===== src/sv/crpcap_pkg.sv =====
// ----------------------------------------------------------------------------
// crpcap_pkg: shared types and constants for the pcap record formatter
// Job and pipeline carry structs, phase and sequencer codes, fixed widths.
// ----------------------------------------------------------------------------
`default_nettype none

package crpcap_pkg;

    // fixed field widths
    localparam int RAW_W        = 64;
    localparam int SYNC_CNT_W   = 46;
    localparam int SYNC_NS_W    = 63;
    localparam int BYTES_W      = 4;
    localparam int US_W         = 55;   // ns / 1000 of a 64-bit value
    localparam int HDR_TICK_LSB = 18;
    localparam int PLEN_W       = 16;

    // constant dividers
    localparam int DIV_LAT      = 5;    // number of pipeline stages in crpcap_cdiv
    localparam int TICK_DIV     = 625;  // tick*4/625 gives microseconds
    localparam int SERVO_DIV    = 5;    // tick*32/5 gives nanoseconds
    localparam int NS_PER_US    = 1000;
    localparam int US_PER_S     = 1000000;

    // queue
    localparam int Q_DEPTH      = 4;
    localparam int Q_AW         = 2;

    // configuration
    localparam logic       ADDR_SHIFT  = 1'b0;
    localparam logic [2:0] SHIFT_RESET = 3'd3;

    typedef enum logic [1:0] {
        KIND_HDR,
        KIND_PAY,
        KIND_SYNC
    } t_kind;

    typedef enum logic [1:0] {
        PH_HDR = 2'd0,
        PH_PAY = 2'd1,
        PH_PAD = 2'd2
    } t_phase;

    typedef enum logic [2:0] {
        SY_IDLE,
        SY_WAIT_DIV,
        SY_ERR,
        SY_MAG,
        SY_APPLY,
        SY_LAUNCH,
        SY_WAIT_US
    } t_sync_state;

    // classified item from the front end
    typedef struct packed {
        t_kind                  kind;
        logic [RAW_W-1:0]       data;    // raw header word or masked payload
        logic [BYTES_W-1:0]     bytes;
        logic                   last;
        logic [SYNC_CNT_W-1:0]  count;
        logic [SYNC_NS_W-1:0]   time_ns;
        logic                   init;
    } t_job;

    // request into the servo unit
    typedef struct packed {
        logic                   start;
        logic                   init;
        logic [SYNC_CNT_W-1:0]  count;
        logic [SYNC_NS_W-1:0]   time_ns;
    } t_sync_req;

    // side data riding along the timestamp pipeline
    typedef struct packed {
        logic                   vld;
        logic                   hdr;
        logic [RAW_W-1:0]       data;
        logic [BYTES_W-1:0]     bytes;
        logic                   last;
        logic [US_W-1:0]        ref_us;
    } t_carry;

endpackage

`default_nettype wire


===== src/sv/crpcap_queue.sv =====
// ----------------------------------------------------------------------------
// crpcap_queue: short job queue between front and back end
// Four entries, simultaneous push and pop, head readable combinationally.
// ----------------------------------------------------------------------------
`default_nettype none

module crpcap_queue
    import crpcap_pkg::*;
(
    input  wire logic i_clk,
    input  wire logic i_rst_n,
    input  wire logic i_push,
    input  wire t_job i_job,
    output logic      o_full,
    input  wire logic i_pop,
    output logic      o_valid,
    output t_job      o_job
);

    t_job          r_mem [Q_DEPTH];
    logic [Q_AW-1:0] r_wr, r_rd;
    logic [Q_AW:0]   r_cnt;

    assign o_full  = (r_cnt == (Q_AW+1)'(Q_DEPTH));
    assign o_valid = (r_cnt != '0);
    assign o_job   = r_mem[r_rd];

    // pointers and fill count
    always_ff @(posedge i_clk) begin
        if (!i_rst_n) begin
            r_wr  <= '0;
            r_rd  <= '0;
            r_cnt <= '0;
        end else begin
            if (i_push) r_wr <= r_wr + Q_AW'(1);
            if (i_pop)  r_rd <= r_rd + Q_AW'(1);
            case ({i_push, i_pop})
                2'b10:   r_cnt <= r_cnt + (Q_AW+1)'(1);
                2'b01:   r_cnt <= r_cnt - (Q_AW+1)'(1);
                default: r_cnt <= r_cnt;
            endcase
        end
    end

    always_ff @(posedge i_clk) begin
        if (i_push) r_mem[r_wr] <= i_job;
    end

endmodule

`default_nettype wire


===== config.mk =====
export PLATFORM = sky130hd
export DESIGN_NAME = crpcap_queue
export DESIGN_NICKNAME = d
export VERILOG_FILES = /design/src/sv/crpcap_pkg.sv /design/src/sv/crpcap_queue.sv
export SDC_FILE = /design/constraint.sdc
export NUM_CORES = 1
export LEC_CHECK = 0
export BUFFER_PORTS_ARGS = -buffer_cell sky130_fd_sc_hd__buf_2
export CELL_PAD_IN_SITES_DETAIL_PLACEMENT = 1
export CELL_PAD_IN_SITES_GLOBAL_PLACEMENT = 1
export CORE_ASPECT_RATIO = 0.5
export CORE_MARGIN = 4
export CORE_UTILIZATION = 54
export CTS_CLUSTER_SIZE = 8
export DETAILED_ROUTE_END_ITERATION = 10
export PLACE_DENSITY = 0.92
export REMOVE_ABC_BUFFERS = 1
export SYNTH_ARGS = -nofsm -noshare
export SYNTH_HDL_FRONTEND = slang
export SYNTH_SLANG_ARGS = --single-unit

===== constraint.sdc =====
create_clock -name i_clk -period 9.5 [get_ports i_clk]
set_input_delay 1.425 -clock i_clk [delete_from_list [all_inputs] [get_ports i_clk]]
set_output_delay 1.425 -clock i_clk [all_outputs]
set_load 0.05 [all_outputs]

; Word-level counts from Yosys, hierarchy flattened
; Memory sizes are Yosys's and may differ from the RTL's. A register that Yosys moved wholly into a read port is not among the register bits.
; Index checks and enable logic that the tools add are counted.
[word_totals]
reg_bits = 7
ram_bits = 724
inputBits = 185
output_inout_bits = 183
wordCells = 18
memories = 1
[classes]
n_addsub = 4
eq_ne = 3
muxes = 5
reduce_logical = 2
[mem_list]
columns = memory, words, width, rd, rd_clocked_by_memory_dff, wr, line
row1 = r_mem, 4, 181, 1, 1, 1, crpcap_queue.sv:20  ; t_job r_mem [Q_DEPTH];
[ops]
columns = cell, count
row1 = case mux 3 bit (2 select lines), 1
row2 = "adder 2 x 1 -> 2 bit, second input constant", 2
row3 = 2-to-1 mux 2 bit, 2
row4 = "adder 3 x 1 -> 3 bit, second input constant", 1
row5 = "equality test 3 bit, second input constant", 1
row6 = nonzero test 3 bit, 1
row7 = "subtractor 3 x 1 -> 3 bit, second input constant", 1
row8 = "equality test 2 x 1 -> 1 bit, second input constant", 1
row9 = "equality test 2 bit, second input constant", 1
row10 = 2-to-1 mux 1 bit, 2
row11 = nonzero test 2 bit, 1

; Logic depth before layout (Yosys ltp)
[depth]
word_depth = 3
ltp_mapped = 6
depth_no_buf = 6

; Worst setup path after synthesis
; No wires, ideal clock.
[synth_path]
path_type = input to register
from = input i_push
to = memory r_mem[0][0] in the netlist's numbering (enable)
arrival_time_ns = 5.539
t_required_ns = 8.938
setup_slack_ns = 3.398
cell_stages = 1
path_buffers = 0
path_cell_list = and2_1
[synth_between]
elab_chain_len = 2
[synth_lines]
columns = element, line
row1 = from (decl), crpcap_queue.sv:12  ; input wire logic i_push,
row2 = 2-to-1 mux 1 bit, crpcap_queue.sv:46  ; if (i_push) r_mem[r_wr] <= i_job;
row3 = 2-to-1 mux 1 bit (not written as such), crpcap_queue.sv:46
row4 = to (decl), crpcap_queue.sv:20
; Every way passes these cells.

==> summary.txt <==
Clock tree
  • Setup bufs post-CTS: 0
  • Clock buffer depth: 3
  • CTS tree: built
  • Num CTS Buffers: just over 100
  • Clk sinks: 733
  • H-tree Lvls: 3
  • Cts hold-fix bufs: 0
  • CTS resizes: 0
  • Clk Latency, worst-skew pair: roughly 630 ps
  • Clock Tree Root: clkbuf_16
  • CTS clk-pin slew, worst paths: 50 ps

Floorplanning
  • Starting Density: 0.546
  • IO Pins: about 370
  • Die Span X: between 300 and 400 um
  • Row cnt: 57
  • Die area: around 53000 um^2
  • Die Height: 165 um
  • Core Box Area: 48600 um^2

Timing
  • Clock Skew: roughly 19 ps
  • Max Slew Vio Count: 0
  • RSZ-0062 raised after global routing: no
  • Min Tclk post-route: between 5000 and 6000 ps
  • Final setup violating endpoints: 0
  • Final worst-path cycle share: 0.566
  • Least-Margin Pin Slew: ~1100 ps
  • Final WS setup: 4120 ps
  • F_max: 0.186 GHz
  • Hold Fails Final Rpt: 0
  • Slew headroom: 0.254

Yosys
  • Netlist cell types: 21
  • Synthesized instance count: 987
  • Synth area leaders: edfxtp_1, mux4_2, dfxtp_1
  • Synth Area per Inst: between 20 and 30 um^2
  • Synth Register Bits: ~730
  • Yosys Warn Count: 0
  • Mapped cell area: 26500 um^2
  • Register area share after synthesis: 0.827
  • Synth top area share: 0.820
  • Post-synth top area cell: edfxtp_1

Detailed routing
  • Via count: 14.5k
  • Routed WL per cell: between 40 and 50 um
  • Antenna viol nets, final: 0
  • Number of remaining DRC errors: 0
  • Avg Vias per Cell: between 6 and 7
  • Drt total wl: 86.3 mm
  • DRT iter0 DRCs: around 2.5k
  • Drt first pass iters: 5

GRT
  • Vias in the first global route: 14.4k
  • Initial antenna violation count: 26
  • Largest net degree at the start of global routing: roughly 150
  • Gr ovfl total: 0
  • Global-route wire length before repair: around 110 mm
  • GRT Total Usage: 0.300

Worst setup path
  • Worst EP required: about 8000 ps
  • CP startpoint kind: flip-flop
  • Critical Path AT: roughly 4000 ps
  • Worst setup EP type: primary output
  • Reg2reg start: r_wr[0]
  • Setup CP Type: reg -> out
  • Critical Path Fanout Max: 120

Placed design
  • RePlAce Congestion: roughly 0.77
  • Port bufs: between 300 and 400
  • Setup WS pre-CTS: about 4700 ps
  • Final HPWL DP: 41.5 mm

Power
  • Power, Total: slightly above 8 mW
  • PwrDens: ~260 nW/um^2
  • Pleak: between 10 and 15 nW
  • Worst VDD drop: ~180 uV

Cells and area
  • Filler Cell Count: just under 4k
  • Layout cells sized above 1: 0.463
  • P&R area growth vs syn: 20.2%
  • Layout Nets: between 1.5k and 2k

Hold path
  • Worst Hold Launch: r_cnt[2]
  • Min-Delay Path Class: reg -> reg

Status
  • Status: finished clean

Run
  • Total of max-cap violations: 0
==> layout make-up <==
type                       instances  area (um^2)  area share
timing repair buffer             377         1950      0.0612
clock inverter                     5         47.5     0.00149
inverter                           3         11.3    0.000353
antenna                           44          110     0.00345
multi-input combinational        211         4340       0.136
sequential                       733        21900       0.688
clock buffer                     125         2680      0.0841
tap                              649          812      0.0255
==> synth_stat cells <==
library cell / count
o21ai_0: 1
buf_4: 1
buf_1: 7
clkbuf_1: 1
nand2_1: 1
and2_1: 9
dfxtp_1: 9
edfxtp_1: 724
inv_1: 3
xnor2_1: 3
nor3b_1: 1
or3_1: 2
a21boi_0: 1
buf_6: 11
buf_2: 20
mux4_2: 181
nor2b_1: 2
fa_1: 1
xor2_1: 2
ha_1: 5
mux2i_1: 2
==> power by group <==
part           internal [mW]  leakage [nW]  switching [mW]
Clock                   1.95          1.33            1.45
Combinational          0.296          2.63           0.808
Sequential              3.73          6.73          0.0855
Total                   5.97          10.7            2.34
==> path summary, 6_finish.rpt <==
path,end,slack (ps),cells past startpoint
worst min register to register,r_cnt[2],530,2
worst max-delay path,o_job[17],4120,4
worst max register to register,r_mem[0][120],6690,4
worst min-delay path,r_cnt[2],530,2
==> cells by family (layout without fill, tap and decap cells) <==
family,count (synthesis),in the layout,synth area share
flip-flops,733,733,0.827
multiplexers,183,183,0.154
buffers and inverters,43,510,0.0103
AND/OR/NAND/NOR,15,15,0.00349
adder cells (fa/ha/maj),6,6,0.00311
XOR/XNOR,5,5,0.00165
AO/OA/AOI/OAI,2,2,0.000472
other,0,44,0
==> registers in the layout (all words and copies together), names as in the netlist, named ones only <==
name   count
r_mem    724
r_wr       2
r_rd       2
r_cnt      3
==> critical path, cell delays in order (launching register included) <==
cell	delay (ps)
dfxtp_4	700
buf_4	720
buf_12	770
mux4_2	680
buf_2	250
==> layout by cell type, fill, tap and decap left out, drive strengths merged, types with 2 or more instances in the layout <==
cell type | synthesis | layout
xor2 | 2 | 2
mux2i | 2 | 2
clkbuf | 1 | 125
edfxtp | 724 | 724
ha | 5 | 5
buf | 39 | 377
nor2b | 2 | 2
clkinv | 0 | 2
inv | 3 | 6
dfxtp | 9 | 9
and2 | 9 | 9
mux4 | 181 | 181
or3 | 2 | 2
diode | 0 | 44
xnor2 | 3 | 3
==> per-layer routing <==
metal | global-route usage | part of all wire
met5 | 0 | 0
met3 | 0.0492 | 0.089
met2 | 0.520 | 0.51
met1 | 0.371 | 0.32
met4 | 0.160 | 0.075
==> stage by stage <==
stage / cells / TNS [ps] / hold slack (ps) / util / instance area [um^2]
global placement: 1973 / 0 / 478 / 0.598 / 29000
finish: 2147 / 0 / 534 / 0.656 / 31900
detailed placement: 1973 / 0 / 529 / 0.598 / 29000
global route: 2146 / 0 / 599 / 0.656 / 31900
floorplan: 947 / -70250 / 467 / - / 26300
CTS: 2103 / 0 / 541 / 0.654 / 31800
Note: power is estimated with default switching activity, not from simulation.
