File: src/sv/crpcap_pkg.sv
// ----------------------------------------------------------------------------
// crpcap_pkg: shared types and constants for the pcap record formatter
// Job and pipeline carry structs, phase and sequencer codes, fixed widths.
// ----------------------------------------------------------------------------
`default_nettype none

package crpcap_pkg;

    // fixed field widths
    localparam int RAW_W        = 64;
    localparam int SYNC_CNT_W   = 46;
    localparam int SYNC_NS_W    = 63;
    localparam int BYTES_W      = 4;
    localparam int US_W         = 55;   // ns / 1000 of a 64-bit value
    localparam int HDR_TICK_LSB = 18;
    localparam int PLEN_W       = 16;

    // constant dividers
    localparam int DIV_LAT      = 5;    // number of pipeline stages in crpcap_cdiv
    localparam int TICK_DIV     = 625;  // tick*4/625 gives microseconds
    localparam int SERVO_DIV    = 5;    // tick*32/5 gives nanoseconds
    localparam int NS_PER_US    = 1000;
    localparam int US_PER_S     = 1000000;

    // queue
    localparam int Q_DEPTH      = 4;
    localparam int Q_AW         = 2;

    // configuration
    localparam logic       ADDR_SHIFT  = 1'b0;
    localparam logic [2:0] SHIFT_RESET = 3'd3;

    typedef enum logic [1:0] {
        KIND_HDR,
        KIND_PAY,
        KIND_SYNC
    } t_kind;

    typedef enum logic [1:0] {
        PH_HDR = 2'd0,
        PH_PAY = 2'd1,
        PH_PAD = 2'd2
    } t_phase;

    typedef enum logic [2:0] {
        SY_IDLE,
        SY_WAIT_DIV,
        SY_ERR,
        SY_MAG,
        SY_APPLY,
        SY_LAUNCH,
        SY_WAIT_US
    } t_sync_state;

    // classified item from the front end
    typedef struct packed {
        t_kind                  kind;
        logic [RAW_W-1:0]       data;    // raw header word or masked payload
        logic [BYTES_W-1:0]     bytes;
        logic                   last;
        logic [SYNC_CNT_W-1:0]  count;
        logic [SYNC_NS_W-1:0]   time_ns;
        logic                   init;
    } t_job;

    // request into the servo unit
    typedef struct packed {
        logic                   start;
        logic                   init;
        logic [SYNC_CNT_W-1:0]  count;
        logic [SYNC_NS_W-1:0]   time_ns;
    } t_sync_req;

    // side data riding along the timestamp pipeline
    typedef struct packed {
        logic                   vld;
        logic                   hdr;
        logic [RAW_W-1:0]       data;
        logic [BYTES_W-1:0]     bytes;
        logic                   last;
        logic [US_W-1:0]        ref_us;
    } t_carry;

endpackage

`default_nettype wire

File: src/sv/crpcap_front.sv
// ----------------------------------------------------------------------------
// crpcap_front: record parser
// Tracks header / payload / padding phase, masks the tail payload word,
// drops padding and queues header, payload and sync jobs.
// ----------------------------------------------------------------------------
`default_nettype none

module crpcap_front
    import crpcap_pkg::*;
#(
    parameter int ALIGN_LOG2 = 4
) (
    input  wire logic                                    i_clk,
    input  wire logic                                    i_rst_n,
    input  wire logic                                    i_valid,
    input  wire logic                                    i_kind,
    input  wire logic [RAW_W+SYNC_CNT_W+SYNC_NS_W+1-1:0] i_fields,
    output logic                                         o_ready,
    input  wire logic                                    i_full,
    output logic                                         o_push,
    output t_job                                         o_job
);

    localparam int PAD_W = (ALIGN_LOG2 > 3) ? ALIGN_LOG2 - 3 : 1;
    localparam int SUM_W = PLEN_W + 2;

    t_phase           r_phase, n_phase;
    logic [PLEN_W-1:0] r_left, n_left;
    logic [PAD_W-1:0]  r_pad, n_pad;

    logic              acc;
    logic [RAW_W-1:0]  raw;
    logic [3:0]        nb;
    logic [RAW_W-1:0]  masked;
    logic [PLEN_W-1:0] plen, left_after;
    logic [SUM_W-1:0]  sum, words, pwords, pad_full;

    assign o_ready = !i_full;
    assign acc     = i_valid && !i_full;
    assign raw     = i_fields[RAW_W-1:0];
    assign plen    = raw[PLEN_W-1:0];

    // byte count of this payload word and its tail mask
    always_comb begin
        nb = (r_left >= PLEN_W'(8)) ? 4'd8 : r_left[3:0];
        for (int b = 0; b < 8; b++) begin
            masked[8*b +: 8] = (4'(b) < nb) ? raw[8*b +: 8] : 8'h00;
        end
        left_after = r_left - PLEN_W'(nb);
    end

    // record size rounded up to the alignment, counting the header
    always_comb begin
        sum      = SUM_W'(plen) + SUM_W'(1 << ALIGN_LOG2) + SUM_W'(7);
        words    = (sum >> ALIGN_LOG2) << (ALIGN_LOG2 - 3);
        pwords   = (SUM_W'(plen) + SUM_W'(7)) >> 3;
        pad_full = words - SUM_W'(1) - pwords;
    end

    // phase tracking and job formation
    always_comb begin
        n_phase      = r_phase;
        n_left       = r_left;
        n_pad        = r_pad;
        o_push       = 1'b0;
        o_job        = '0;
        o_job.count  = i_fields[RAW_W +: SYNC_CNT_W];
        o_job.time_ns = i_fields[RAW_W+SYNC_CNT_W +: SYNC_NS_W];
        o_job.init   = i_fields[RAW_W+SYNC_CNT_W+SYNC_NS_W];
        if (acc) begin
            if (i_kind) begin
                o_push     = 1'b1;
                o_job.kind = KIND_SYNC;
            end else begin
                case (r_phase)
                    PH_PAY: begin
                        o_push      = 1'b1;
                        o_job.kind  = KIND_PAY;
                        o_job.data  = masked;
                        o_job.bytes = nb;
                        o_job.last  = (left_after == '0);
                        n_left      = left_after;
                        if (left_after == '0) begin
                            n_phase = (r_pad != '0) ? PH_PAD : PH_HDR;
                        end
                    end
                    PH_PAD: begin
                        // padding word is dropped
                        if (r_pad != '0) n_pad = r_pad - PAD_W'(1);
                        if (r_pad <= PAD_W'(1)) n_phase = PH_HDR;
                    end
                    default: begin
                        o_push      = 1'b1;
                        o_job.kind  = KIND_HDR;
                        o_job.data  = raw;
                        o_job.bytes = 4'd8;
                        o_job.last  = (plen == '0);
                        n_left      = plen;
                        n_pad       = PAD_W'(pad_full);
                        if (plen != '0) begin
                            n_phase = PH_PAY;
                        end else begin
                            n_phase = (PAD_W'(pad_full) != '0) ? PH_PAD : PH_HDR;
                        end
                    end
                endcase
            end
        end
    end

    always_ff @(posedge i_clk) begin
        if (!i_rst_n) begin
            r_phase <= PH_HDR;
            r_left  <= '0;
            r_pad   <= '0;
        end else begin
            r_phase <= n_phase;
            r_left  <= n_left;
            r_pad   <= n_pad;
        end
    end

endmodule

`default_nettype wire

File: config.mk
export PLATFORM = sky130hd
export DESIGN_NAME = crpcap_front
export DESIGN_NICKNAME = d
export VERILOG_FILES = /design/src/sv/crpcap_pkg.sv /design/src/sv/crpcap_front.sv
export SDC_FILE = /design/constraint.sdc
export NUM_CORES = 1
export LEC_CHECK = 0
export BUFFER_PORTS_ARGS = -buffer_cell sky130_fd_sc_hd__buf_2
export CAP_MARGIN = 20
export CORE_AREA = 2 2 140 142
export DETAILED_ROUTE_END_ITERATION = 12
export DIE_AREA = 0 0 142 144
export PLACE_DENSITY = 0.46
export SYNTH_ARGS = -nofsm -noshare
export SYNTH_HDL_FRONTEND = slang
export SYNTH_SLANG_ARGS = --single-unit
File: constraint.sdc
create_clock -name i_clk -period 3 [get_ports i_clk]
set_input_delay 0.45 -clock i_clk [delete_from_list [all_inputs] [get_ports i_clk]]
set_output_delay 0.45 -clock i_clk [all_outputs]
set_load 0.01 [all_outputs]
# After elaboration in Yosys (flattened, before gate mapping)
# Index checks and enable logic that the tools add are counted.
dict set report op_classes {
  shift 0
  div_mod_pow 0
  mul 0
  add_sub_neg 5
  n_bitwise 3
  n_lt_le_gt_ge 10
  eq_ne 4
  reduce_logical 8
  n_mux 25
}
# operator count
set ops {}
lappend ops {{one-hot mux 70 bit (2 select lines)} 1}
lappend ops {{two-way mux 71 bit} 1}
lappend ops {{two-way mux 69 bit} 1}
lappend ops {{two-way mux 8 bit} 8}
lappend ops {{logical NOT 16 bit} 2}
lappend ops {{one-hot mux 16 bit (2 select lines)} 1}
lappend ops {{greater-or-equal comparator 16 x 4 -> 1 bit, second input constant} 1}
lappend ops {{< comparator 3 x 4 -> 1 bit, first input constant} 4}
lappend ops {{nonzero test 16 bit} 1}
lappend ops {{subtractor 16 x 4 -> 16 bit} 1}
lappend ops {{two-way mux 2 bit} 6}
lappend ops {{< comparator 1 x 4 -> 1 bit, first input constant} 2}
lappend ops {{< comparator 2 x 4 -> 1 bit, first input constant} 2}
lappend ops {{AND reduction 3 bit} 2}
lappend ops {{adder 4 x 3 -> 4 bit, second input constant} 1}
lappend ops {{two-way mux 1 bit} 4}
lappend ops {{two-way mux 4 bit} 1}
lappend ops {{!= test 2 bit, second input constant} 2}
lappend ops {{one-hot mux 2 bit (2 select lines)} 1}
lappend ops {{AND reduction 4 bit} 1}
lappend ops {{NOT 1 bit} 3}
lappend ops {{== test 2 x 1 -> 1 bit, second input constant} 1}
lappend ops {{== test 2 bit, second input constant} 1}
lappend ops {{one-hot mux 1 bit (2 select lines)} 1}
lappend ops {{other kinds (6)} 6}
dict set report totals {
  romBits 0
  ramBits 0
  latchBits 0
  mem_count 0
  regBits 19
  output_inout_bits 183
}

# Depth between registers and ports, before layout
dict set report logic_depth {
  depth_word 7
  ltp_mapped 14
  mapped_depth_nobuf 11
}

# Worst setup path before layout
# OpenSTA, ideal clock, no wires.
dict set report synth_path {
  path_kind {reg2out}
  from {register r_left[12]}
  to {output port o_job[110] in the netlist's numbering}
  t_required_ns 2.550
  n_path_buf 1
  path_stages_with_launch 11
  t_arrival_ns 2.368
  slack_ns 0.182
  cell_sequence {dfxtp_1 -> nor4_4 -> nand4_1 -> buf_2 -> nand2_1 -> ha_1 -> nor3b_1 -> o2111ai_1 -> nor4_4 -> a41oi_1 -> nor3_1}
}
# element line
set synth_rtl {}
lappend synth_rtl {{start: declaration} crpcap_front.sv:28} ;# logic [PLEN_W-1:0] r_left, n_left;
lappend synth_rtl {{start signal: assignment} crpcap_front.sv:118} ;# r_left <= n_left;
lappend synth_rtl {{end: declaration} crpcap_front.sv:21} ;# output t_job o_job

==> impl_metrics.json <==
{
  "run_status": "finished clean",
  "crit_end": "o_job[110]",
  "ys_async_sr_fraction": 0,
  "dp_cells": 670,
  "vias": 2700,
  "synth_edf_count": 0,
  "worst_slew_pin_slew_ns": 0.837,
  "synth_cell_type_count": 62,
  "die_y_um": 144,
  "synth_area_per_cell_um2": 7.29,
  "synth-simple-area-share": 0.329,
  "ys_seq_elements": 19,
  "synth_top_family_by_area": "simple AND/OR/NAND/NOR gates",
  "grt_pass1_vias": 2464,
  "cts.sinks": 19,
  "maxCapViolCount": 0,
  "netlist_area_um2": 2920,
  "place.detailed.hpwl_um": 9030,
  "startpoint": "r_left[4]$_SDFFE_PN0P_",
  "coreArea_um2": 19100,
  "timing.final.max_slew_violations": 0,
  "synthFlopType": "dfxtp_1",
  "avgRoutedWirePerCell_um": 16.3,
  "arrival_ns": 2.50,
  "post-synth-top-area-fraction": 0.285,
  "path_cells": "or4_4 > a21oi_2 > o2111ai_2 > xnor2_2 > nor4_4 > a41oi_1 > nor3_1 > buf_2",
  "period_share": 0.984,
  "yosysWarnings": 0,
  "start_kind": "register",
  "worst_slack_ns": 0.0466,
  "die_area_um2": 20400,
  "antennaDiodeCount": 0,
  "grt.total_usage": 0.0964,
  "fmax_mhz": 339,
  "synth_compound_gate_area_share": 0.162,
  "cts_hold_buf": 0,
  "vias_per_cell": 3.99,
  "r2r.worst_path.cells": 9,
  "chipWidth_um": 142,
  "synth_xor_area_frac": 0.0120,
  "firstDrtPassIters": 4,
  "fill_cells": 2168,
  "nNetsFinal": 622,
  "cts_root_buf": "clkbuf_16",
  "syn_inst": 401,
  "clockBufferDepth": 2,
  "area_growth_pct": 11.6,
  "cpPeakStageDelay_ns": 0.57,
  "path_clk_slew_ns": 0.06,
  "synthAdderAreaFrac": 0.0171,
  "leakage_nw": 1.65,
  "critPathKind": "register to output port",
  "finalNonFillerCells": 676,
  "reg2reg_slack_ns": 0.62,
  "path_max_fanout": 9,
  "synthesis.nets": 584,
  "h-tree-depth": 1,
  "slew_headroom": 0.440,
  "yosysTopAreaCell": "buf_4",
  "utilization": 0.171,
  "r2r_start": "r_left[4]$_SDFFE_PN0P_",
  "period_needed_ns": 2.95,
  "grt_pass1_wl_um": 14900,
  "drt_iter0_markers": 131,
  "end_kind": "output port",
  "synthTopCellsByArea": "buf_4, and2_1, dfxtp_1, a21oi_1, nor2_1",
  "port_buffers": 141,
  "finClkSkew_ns": 0.00373,
  "ant_nets": 0,
  "r2r-end": "r_phase[1]$_SDFFE_PN0P_",
  "dpl_worst_slack_ns": 0.266,
  "finalSetupViolCount": 0,
  "hold_violations": 0,
  "grt_start_max_net_pins": 23,
  "clkLatencyLatePin_ns": 0.26,
  "initial_core_util": 0.153,
  "drc": 0,
  "gp_congestion": 0.866,
  "grt_antenna_before_repair": 1,
  "crit_path_top_delay_cell": "or4_4",
  "required_ns": 2.55,
  "cts_buffers": 3,
  "worstHoldPathType": "register to register",
  "ir_drop_mv": 0.227,
  "rows": 51,
  "rsz0062_at_grt": "true",
  "tritoncts": "built",
  "drive_above_1_share": 0.425,
  "io_pins": 362,
  "p_per_area_nw_per_um2": 299,
  "seq_area_frac_synth": 0.130,
  "synth_mux_area_frac": 0.0308,
  "drt_wl_total_um": 11000,
  "grt-ovfl-total": 0
}
## metrics by stage
| step | total power, mW | hold slack (ns) | TNS, ns | area (um^2) |
|---|---|---|---|---|
| final | 0.976 | 0.485 | 0 | 3260 |
| after global routing | 1.04 | 0.509 | -0.523 | 3260 |
| after CTS | 0.973 | 0.490 | 0 | 3240 |
| after detailed placement | 0.684 | 0.480 | 0 | 3150 |
| after global placement | 0.685 | 0.474 | 0 | 3150 |
| after floorplan | 0.674 | 0.455 | 0 | 2920 |
## worst min path at each step
stage	start	endpoint	slack [ns]	depth (start not counted)
floorplan	r_phase[1]$_SDFFE_PN0P_	r_phase[1]$_SDFFE_PN0P_	0.45	2
global placement	r_pad$_SDFFE_PN0P_	r_pad$_SDFFE_PN0P_	0.47	2
detailed placement	r_phase[1]$_SDFFE_PN0P_	r_phase[1]$_SDFFE_PN0P_	0.48	2
CTS	r_phase[1]$_SDFFE_PN0P_	r_phase[1]$_SDFFE_PN0P_	0.49	2
global route	r_phase[1]$_SDFFE_PN0P_	r_phase[1]$_SDFFE_PN0P_	0.51	2
finish	r_phase[1]$_SDFFE_PN0P_	r_phase[1]$_SDFFE_PN0P_	0.49	2
## Yosys cell counts, drive strengths merged (2+ instances only)
cell and count:
a211oi 4, a21o 2, a21oi 25, a22oi 2
a31oi 4, and2 71, and3 3, buf 114
clkbuf 12, dfxtp 19, ha 4, inv 8
mux2i 9, nand2 18, nand2b 5, nand3 3
nand4 4, nor2 25, nor2b 7, nor3 6
nor4 7, o2111ai 2, o211a 3, o21ai 9
o221a 2, o31ai 2, or2 4, or3 3
or4 2, xor2 3
## repair_timing
| item | CTS | global route |
|---|---|---|
| pin swaps | 1 | 4 |
| setup buffers | 1 | 1 |
| resized for setup | 0 | 6 |
| endpoints found under the setup margin | 1 | 9 |
## cell families after synthesis
family          Yosys count
mux                       9
fa+ha+maj                 4
flops                    19
other cells               1
buf+inv                 134
simple gates            162
xor+xnor                  4
compound gates           68
## flip-flops by register name (all words and copies together) (netlist names)
name / flops
r_left: 16
r_pad: 1
r_phase: 2
## report_power, final
part	total [mW]	leakage (nW)	switching, mW	internal (mW)
Sequential	0.282	0.156	0.0187	0.264
Clock	0.286	0.0409	0.106	0.179
Combinational	0.408	1.45	0.226	0.182
Total	0.976	1.65	0.351	0.624
## cells in the final DEF (no fill, tap or decap), drive strengths merged, types with 5 or more instances in the layout
master    n
buf     159
and2     71
nor2     25
a21oi    25
dfxtp    19
nand2    18
o21ai     9
mux2i     9
inv       8
nor2b     7
nor4      7
nor3      6
nand2b    5
## critical path: cells and delay by family, from the launching register on
kind,cells,cell delay (ns)
simple gates,3,1.02
compound gates,3,0.50
flops,1,0.36
xor+xnor,1,0.20
buf+inv,1,0.16
## area by class of cell
type | count | area (um^2) | area share
clock buffers | 3 | 75.1 | 0.0230
clock inverters | 1 | 5.00 | 0.00153
inverters | 8 | 30.0 | 0.00920
multi-input cells | 248 | 1630 | 0.500
flip-flops and latches | 19 | 384 | 0.118
well taps | 238 | 298 | 0.0913
repair buffers | 159 | 841 | 0.258
## metal layers
metal / GRT usage / wire [um] / up-vias
li1: - / - / 1311
met4: 0.0684 / 657 / 2
met5: 0 / 10 / -
met2: 0.148 / 4930 / 141
met1: 0.113 / 4430 / 1190
met3: 0.0321 / 995 / 56
(Power assumes the default switching activity.)
